File: src/lmc_pkg.sv
// Shared types and constants for the LRU metadata cache.
// No dependencies.
package lmc_pkg;

  localparam int ENTRIES    = 11;
  localparam int META_WORDS = 33;
  localparam int IDX_W      = (ENTRIES > 1) ? $clog2(ENTRIES) : 1;
  localparam int PTR_W      = $clog2(ENTRIES + 1);
  localparam int WIDX_W     = 6;
  localparam int RAM_DEPTH  = ENTRIES * META_WORDS;
  localparam int RAM_AW     = (RAM_DEPTH > 1) ? $clog2(RAM_DEPTH) : 1;

  typedef enum logic [1:0] {
    FUNC_LOOKUP = 2'd0,
    FUNC_FILL   = 2'd1,
    FUNC_INVAL  = 2'd2,
    FUNC_NOP    = 2'd3
  } func_e;

  typedef enum logic [2:0] {
    ST_IDLE,
    ST_DECODE,
    ST_SCAN,
    ST_STREAM,
    ST_ACK
  } state_e;

  typedef struct packed {
    func_e              func;
    logic [31:0]        page_address;
    logic [15:0]        page_ofs;
    logic [31:0]        address_mask;
    logic [WIDX_W-1:0]  word_index;
    logic [31:0]        data_word;
  } in_word_t;

  typedef struct packed {
    logic               hit;
    logic [WIDX_W-1:0]  word_out_index;
    logic [31:0]        word_out;
    logic               last;
  } out_word_t;

  typedef struct packed {
    logic               touch_hit;
    logic               fill_tag;
    logic               inval;
    logic               scan_start;
    logic [31:0]        page_address;
    logic [15:0]        page_ofs;
    logic [31:0]        address_mask;
  } tag_cmd_t;

  typedef struct packed {
    logic               hit;
    logic [IDX_W-1:0]   hit_idx;
    logic               scan_done;
    logic [IDX_W-1:0]   victim;
  } tag_stat_t;

endpackage

File: src/lmc_tag_store.sv
// Tag, valid and stamp registers: key match, masked invalidate, stamp
// update and the one-entry-a-cycle victim scan. Depends on lmc_pkg.
module lmc_tag_store (
  input  logic              clk,
  input  logic              rst,
  input  lmc_pkg::tag_cmd_t cmd,
  output lmc_pkg::tag_stat_t stat
);

  logic [lmc_pkg::ENTRIES-1:0] valid;
  logic [31:0]                 page   [lmc_pkg::ENTRIES];
  logic [15:0]                 offset [lmc_pkg::ENTRIES];
  logic [31:0]                 stamp  [lmc_pkg::ENTRIES];
  logic [31:0]                 use_counter;
  logic [lmc_pkg::PTR_W-1:0]   scan_ptr;
  logic [lmc_pkg::IDX_W-1:0]   best_idx;
  logic [31:0]                 best_stamp;

  logic [lmc_pkg::ENTRIES-1:0] match;
  logic [lmc_pkg::ENTRIES-1:0] inval_hit;
  logic [lmc_pkg::IDX_W-1:0]   hit_idx;
  logic                        touch;
  logic [lmc_pkg::IDX_W-1:0]   touch_idx;
  logic [31:0]                 cnt_inc;
  logic                        wrap;
  logic                        scan_done;
  logic [31:0]                 scan_stamp;

  always_comb begin
    hit_idx = '0;
    for (int e = lmc_pkg::ENTRIES - 1; e >= 0; e--) begin
      match[e]     = valid[e] && (page[e] == cmd.page_address)
                     && (offset[e] == cmd.page_ofs);
      inval_hit[e] = ((page[e] ^ cmd.page_address) & ~cmd.address_mask) == 32'd0;
      if (match[e]) begin
        hit_idx = lmc_pkg::IDX_W'(e);
      end
    end
  end

  assign scan_done  = (scan_ptr == lmc_pkg::PTR_W'(lmc_pkg::ENTRIES));
  assign scan_stamp = stamp[scan_ptr[lmc_pkg::IDX_W-1:0]];
  assign touch      = cmd.touch_hit || cmd.fill_tag;
  assign touch_idx  = cmd.fill_tag ? best_idx : hit_idx;
  assign cnt_inc    = use_counter + 32'd1;
  assign wrap       = (cnt_inc == '1);

  assign stat.hit       = |match;
  assign stat.hit_idx   = hit_idx;
  assign stat.scan_done = scan_done;
  assign stat.victim    = best_idx;

  always_ff @(posedge clk) begin
    if (rst) begin
      valid       <= '0;
      use_counter <= '0;
      scan_ptr    <= lmc_pkg::PTR_W'(lmc_pkg::ENTRIES);
      best_idx    <= '0;
      for (int e = 0; e < lmc_pkg::ENTRIES; e++) begin
        stamp[e] <= '0;
      end
    end else begin
      if (cmd.inval) begin
        for (int e = 0; e < lmc_pkg::ENTRIES; e++) begin
          if (inval_hit[e]) begin
            valid[e] <= 1'b0;
          end
        end
      end
      if (cmd.fill_tag) begin
        valid[best_idx]  <= 1'b1;
        page[best_idx]   <= cmd.page_address;
        offset[best_idx] <= cmd.page_ofs;
      end
      if (touch) begin
        if (wrap) begin
          // counter hit the top: every stamp restarts from zero
          use_counter <= '0;
          for (int e = 0; e < lmc_pkg::ENTRIES; e++) begin
            stamp[e] <= '0;
          end
        end else begin
          use_counter      <= cnt_inc;
          stamp[touch_idx] <= cnt_inc;
        end
      end
      if (cmd.scan_start) begin
        best_idx   <= '0;
        best_stamp <= stamp[0];
        scan_ptr   <= lmc_pkg::PTR_W'(1);
      end else if (!scan_done) begin
        if (scan_stamp < best_stamp) begin
          best_idx   <= scan_ptr[lmc_pkg::IDX_W-1:0];
          best_stamp <= scan_stamp;
        end
        scan_ptr <= scan_ptr + lmc_pkg::PTR_W'(1);
      end
    end
  end

endmodule

File: config.mk
export PLATFORM = sky130hd
export DESIGN_NAME = lmc_tag_store
export DESIGN_NICKNAME = d
export VERILOG_FILES = /design/src/lmc_pkg.sv /design/src/lmc_tag_store.sv
export SDC_FILE = /design/constraint.sdc
export NUM_CORES = 2
export LEC_CHECK = 0
export ABC_AREA = 0
export BUFFER_PORTS_ARGS = -buffer_cell sky130_fd_sc_hd__buf_2
export CAP_MARGIN = 20
export CORE_UTILIZATION = 60
export CTS_CLUSTER_SIZE = 14
export DETAILED_ROUTE_END_ITERATION = 10
export PLACE_DENSITY = 0.77
export SETUP_SLACK_MARGIN = 0.1
export SYNTH_ARGS = -nofsm -noshare
export SYNTH_HDL_FRONTEND = slang
export SYNTH_SLANG_ARGS = --single-unit
File: constraint.sdc
create_clock -name clk -period 11.46 [get_ports clk]
set_input_delay 1.719 -clock clk [delete_from_list [all_inputs] [get_ports clk]]
set_output_delay 1.719 -clock clk [all_outputs]
set_load 0.03 [all_outputs]
---- After elaboration in Yosys (flattened, before gate mapping) ----
Memory sizes are Yosys's and may differ from the RTL's.
Cells that the tools add are included.
word-level totals
  word-level logic and storage cells ...... 178
  input port bits ......................... 86
  register bits ........................... 83
  bits in writable memories ............... 880
  output and inout port bits .............. 10
  memories ................................ 3
memories
  name    words  bits a word  rd ports  clocked after Yosys merged registers in  wr ports  line                 RTL
  page    11     32           11        0                                        1         lmc_tag_store.sv:11  logic [31:0] page [lmc_pkg::ENTRIES];
  stamp   11     32           2         0                                        11        lmc_tag_store.sv:13  logic [31:0] stamp [lmc_pkg::ENTRIES];
  offset  11     16           11        0                                        1         lmc_tag_store.sv:12  logic [15:0] offset [lmc_pkg::ENTRIES];
operators by class
  add/subtract/negate cells ............... 2
  order comparisons ....................... 3
  reductions and logical operators ........ 41
  bitwise logic cells ..................... 37
  mux-type cells .......................... 61
  eq/ne operators ......................... 25
operators with widths
  cell                                                 number
  two-way mux 32 bit                                   16
  AND 32 bit                                           11
  equality test 32 bit                                 11
  zero test 32 bit                                     11
  XOR 32 bit                                           11
  equality test 16 bit                                 11
  two-way mux 4 bit                                    15
  two-way mux 11 bit                                   3
  adder 32 x 1 -> 32 bit, second input constant        1
  equality test 32 bit, second input constant          1
  < comparator 32 bit                                  1
  inverter 32 bit                                      1
  OR reduction 32 bit                                  1
  two-way mux 1 bit                                    26
  logical AND 1 bit                                    23
  bitwise OR 1 bit                                     11
  bitwise OR 11 bit                                    1
  OR reduction 11 bit                                  1
  < comparator 4 x 5 -> 1 bit, second input constant   1
  adder 4 x 1 -> 4 bit, second input constant          1
  demux 1 bit (select 4 bit)                           1
  equality test 4 bit, second input constant           1
  >= comparator 4 x 1 -> 1 bit, second input constant  1
  AND reduction 3 bit                                  1
  other kinds (6)                                      7

---- Longest topological paths before layout ----
  depth after elaboration ................. 16
  gate-level depth with buffers ........... 18
  gate-level depth less buffers ........... 14

---- Worst setup path before layout ----
No wires, ideal clock.
  path type ............................... input to register
  start point ............................. in cmd[82] (netlist bit)
  end point ............................... mem offset[3][0], enable pin
  path buffers ............................ 1
  setup time .............................. 0.576 ns
  arrival time ............................ 6.789 ns
  required time ........................... 10.884 ns
  stages .................................. 3
  slack ................................... 4.095 ns
  path through ............................ clkbuf_1 nand2_1 nor4_1
between the ends
  word-level cells in the longest chain between the ends .. 3
RTL lines
  item                                     line                 RTL
  from (decl)                              lmc_tag_store.sv:6   input lmc_pkg::tag_cmd_t cmd,
  two-way mux 1 bit                        lmc_tag_store.sv:70  if (cmd.fill_tag) begin
  two-way mux 1 bit                        lmc_tag_store.sv:54  if (rst) begin
  two-way mux 1 bit (implied by the code)  lmc_tag_store.sv:73  offset[best_idx] <= cmd.page_ofs;
  to (decl)                                lmc_tag_store.sv:12
No other way between the ends.

==> run_results.csv <==
group,metric,value,unit
worst_setup_path,timing.critical_path.required,11.77,ns
sta,report.final.hold_viol_count,0,
global_route,global_route_wire_length_before_repair,267000,um
final_layout,fin_nets,3992,
outcome,outcome,"complete, no violations",
yosys,ys_async_sr_fraction,0,%
worst_setup_path,cell_repeated_most_along_the_worst_path,"sky130_fd_sc_hd__nand4_1",
global_route,grt_antenna_before_repair,14,
worst_setup_path,endpoint_class_of_the_critical_path,"flip-flop",
placed_design,port_buffers,95,
sta,timing.final.ws_setup,4.28,ns
cts,cts_tree,"yes",
worst_setup_path,setup.worst_path.class,"primary input to flip-flop",
cts,max-clock-path-buffers,3,
power,seq_power_share,49.3,%
route,route.detailed.wl_per_inst,38.2,um
final_layout,flow.area_growth_from_synthesis,10.8,%
cts,cts-hold-fix-buffers,0,
route,drt_pass1_iterations,8,
power,irDropWorstVdd,130,uV
cts,numCtsBuffers,111,
floorplanning,die_height,296,um
worst_setup_path,worstPathMaxFanout,36,
final_layout,most-common-layout-cells,"sky130_fd_sc_hd__edfxtp_1 (1072), sky130_fd_sc_hd__xnor2_1 (521), sky130_fd_sc_hd__nor2_1 (322)",
cts,post-cts-setup-buffer-count,0,
cts,clk-insertion-delay-late,0.72,ns
yosys,avgSynthCellArea,13.6,sq um
route,number_of_nets_with_antenna_violations_after_routing,0,
placed_design,dp.final_hpwl,125000,um
global_route,gr-usage-all-layers,44.6,%
floorplanning,ioPinCount,96,
worst_setup_path,worst-path-buf-inv,1,
sta,grt_setup_unrepaired,"false",
yosys,synthCells,3805,
power,power.share.clock,39.7,%
cts,clock_sinks,1123,
worst_setup_path,element_type_at_the_critical_path_start,"primary input",
floorplanning,die_w,296,um
placed_design,pre_cts_slack,3.93,ns
power,p_sw_share,25.4,%
yosys,mappedNetlistArea,51800,sq um
route,num_vias,37200,
worst_setup_path,reg2reg_slack,4.45,ns
floorplanning,floorplan.initialDensity,60.7,%
worst_setup_path,path_depth,10,
power,switchingPower,2.40,mW
run,drv.max_cap_violation_count,0,
cts,cts.repair.resized,0,
worst_setup_path,timing.critical_path.slowest_cell_delay,1.17,ns
route,routed_via_density,7.27,
min_path,whs_path_depth,2,
sta,max_freq,139,MHz
yosys,synth_edf_count,1072,
final_layout,final_layout_size_suffix_gt1_share,13.6,%
sta,max_slew_margin,13.5,%
worst_setup_path,cp_cell_instances,"buf_2 > xnor2_1 > nand4_1 > nor4_1 > nand4_1 > nor4bb_1 > o31ai_1 > nand4_4 > o21bai_4 > nand2_2",
sta,timing.clock.skew,0.0329,ns
worst_setup_path,r2r_cells,11,
final_layout,layout.filler_cells,5912,
sta,timing.final.crit_period,7.18,ns
placed_design,finalWeightedCongestion,1.01,
yosys,seq_area_frac_synth,64.2,%
min_path,holdCritPathClass,"flip-flop to flip-flop",
worst_setup_path,critPathTopFamily,"simple AND/OR/NAND/NOR gates",
power,total_leakage_power,19.1,nW
cts,clkSlewWorstSetupHoldPaths,0.06,ns
global_route,globalRoute.totalOverflow,0,
worst_setup_path,critical-path-slowest-cell,"sky130_fd_sc_hd__xnor2_1",
yosys,ys_types,82,
yosys,postSynthNetCount,3925,
sta,timing_max_transition_violations_final,0,
route,detail_route.drc_violations,0,
power,power_density,165,nW/um^2
final_layout,antenna_cells,0,
global_route,vias_in_the_first_global_route,34600,
floorplanning,core_area,85300,sq um
yosys,yosys_warnings,0,
yosys,flip_flop_cell_with_the_highest_count_after_synthesis,"sky130_fd_sc_hd__edfxtp_1",
cts,clock-root-buffer,"sky130_fd_sc_hd__clkbuf_16",
floorplanning,num_rows,107,
sta,timing.final.setup_violations,0,
sta,least_margin_pin_slew,1.29,ns
worst_setup_path,cp_data_arrival_time,7.49,ns
yosys,yosys_register_bits,1123,
sta,share_of_the_clock_period_used_by_the_worst_path,62.6,%
floorplanning,die_area,87500,sq um
power,p_int,7.04,mW
final_layout,final_common_cell,"sky130_fd_sc_hd__edfxtp_1",
sta,timing.setup.tns,0,ns
global_route,grt_max_degree,79,
route,routed_wl,195000,um
route,drtIter0Drc,6496,
power,power_frac_comb,11.0,%
cts,cts_htree_levels,3,
state kept, by name (all words and copies together) (netlist names):
signal       flops
stamp          512
page           352
offset         176
best_stamp      32
use_counter     32
valid           11
best_idx         4
scan_ptr         4
layer usage:
metal  vias up  global-route usage, %  part of all wire, %
met5         -                  0.277                0.051
met4        10                   17.5                  4.5
met3       520                   18.6                   17
met2      3502                   58.9                   40
met1     18400                   64.9                   38
li1      14700                      -                    -
power by group through the flow:
| stage | Combinational, mW | Clock [mW] | Sequential (mW) |
|---|---|---|---|
| after CTS | 0.982 | 3.74 | 4.65 |
| final | 1.04 | 3.75 | 4.65 |
| after floorplan | 0.552 | 0 | 4.71 |
| after detailed placement | 0.971 | 0 | 4.74 |
| after global routing | 1.05 | 3.88 | 4.66 |
| after global placement | 0.965 | 0 | 4.73 |
layout make-up:
class,count,area [sq um],share of cell area (%)
Inverter,77,289,0.504
Sequential cell,1123,33200,57.9
Timing Repair Buffer,200,1310,2.29
Tap cell,1144,1430,2.49
Clock buffer,147,3090,5.38
Multi-Input combinational cell,2359,17400,30.3
Clock inverter,61,631,1.10
logic make-up after synthesis:
family	synth area share [%]
mux	6.05
fa+ha+maj	0.822
simple gates	10.8
buf+inv	2.74
xor+xnor	9.34
compound gates	6.14
flops	64.2
Yosys cell counts, types with 8 or more instances:
| library cell | instances | share of area, % |
|---|---|---|
| sky130_fd_sc_hd__edfxtp_1 | 1072 | 62 |
| sky130_fd_sc_hd__xnor2_1 | 526 | 8.9 |
| sky130_fd_sc_hd__nor2_1 | 334 | 2.4 |
| sky130_fd_sc_hd__nand4_1 | 266 | 3.2 |
| sky130_fd_sc_hd__nor3_1 | 152 | 1.5 |
| sky130_fd_sc_hd__nand2_1 | 139 | 1.0 |
| sky130_fd_sc_hd__o22ai_1 | 139 | 1.7 |
| sky130_fd_sc_hd__mux2i_1 | 133 | 2.6 |
| sky130_fd_sc_hd__clkbuf_1 | 129 | 0.94 |
| sky130_fd_sc_hd__o21ai_0 | 89 | 0.86 |
| sky130_fd_sc_hd__nor4_1 | 81 | 0.98 |
| sky130_fd_sc_hd__inv_1 | 76 | 0.55 |
| sky130_fd_sc_hd__buf_2 | 75 | 0.73 |
| sky130_fd_sc_hd__a221oi_1 | 64 | 1.1 |
| sky130_fd_sc_hd__mux4_2 | 64 | 2.8 |
| sky130_fd_sc_hd__dfxtp_1 | 51 | 2.0 |
| sky130_fd_sc_hd__nand3_1 | 41 | 0.40 |
| sky130_fd_sc_hd__ha_1 | 34 | 0.82 |
| sky130_fd_sc_hd__a22oi_1 | 32 | 0.46 |
| sky130_fd_sc_hd__mux2_2 | 32 | 0.70 |
| sky130_fd_sc_hd__xor2_1 | 26 | 0.44 |
| sky130_fd_sc_hd__buf_1 | 21 | 0.15 |
| sky130_fd_sc_hd__o22a_1 | 19 | 0.32 |
| sky130_fd_sc_hd__a21o_1 | 17 | 0.25 |
| sky130_fd_sc_hd__a21oi_1 | 16 | 0.15 |
| sky130_fd_sc_hd__o221ai_1 | 12 | 0.20 |
| sky130_fd_sc_hd__buf_4 | 11 | 0.16 |
| sky130_fd_sc_hd__buf_6 | 9 | 0.20 |
| sky130_fd_sc_hd__and3_1 | 8 | 0.097 |
path summary, 6_finish.rpt:
| path | to | start |
|---|---|---|
| setup / recovery | stamp[5][23] | cmd[33] |
| hold reg to reg | use_counter[19] | use_counter[19] |
| setup reg to reg | stamp[5][23] | use_counter[0] |
| hold / removal | use_counter[19] | use_counter[19] |
per-stage QoR:
stage	cells	power [mW]	utilization, %	area (sq um)	hold slack (ns)
finish	5111	9.44	67.3	57400	0.522
global route	5111	9.58	67.3	57400	0.537
CTS	5105	9.38	67.2	57300	0.508
detailed placement	4897	5.71	62.9	53600	0.491
global placement	4895	5.70	62.8	53600	0.476
floorplan	3805	5.26	-	51800	0.448
worst reg2reg max path, cell delays in order, from the launching register on:
cell and delay (ns):
sky130_fd_sc_hd__dfxtp_1 0.90, sky130_fd_sc_hd__ha_1 0.57, sky130_fd_sc_hd__nand4_4 0.21, sky130_fd_sc_hd__nor4_1 0.85, sky130_fd_sc_hd__or3b_1 0.48, sky130_fd_sc_hd__xor2_1 0.16, sky130_fd_sc_hd__buf_4 0.21, sky130_fd_sc_hd__or4b_1 0.60
sky130_fd_sc_hd__or4_4 0.61, sky130_fd_sc_hd__nand4_4 0.52, sky130_fd_sc_hd__o21bai_4 0.57, sky130_fd_sc_hd__nand2_2 0.82
(Power assumes the default switching activity.)
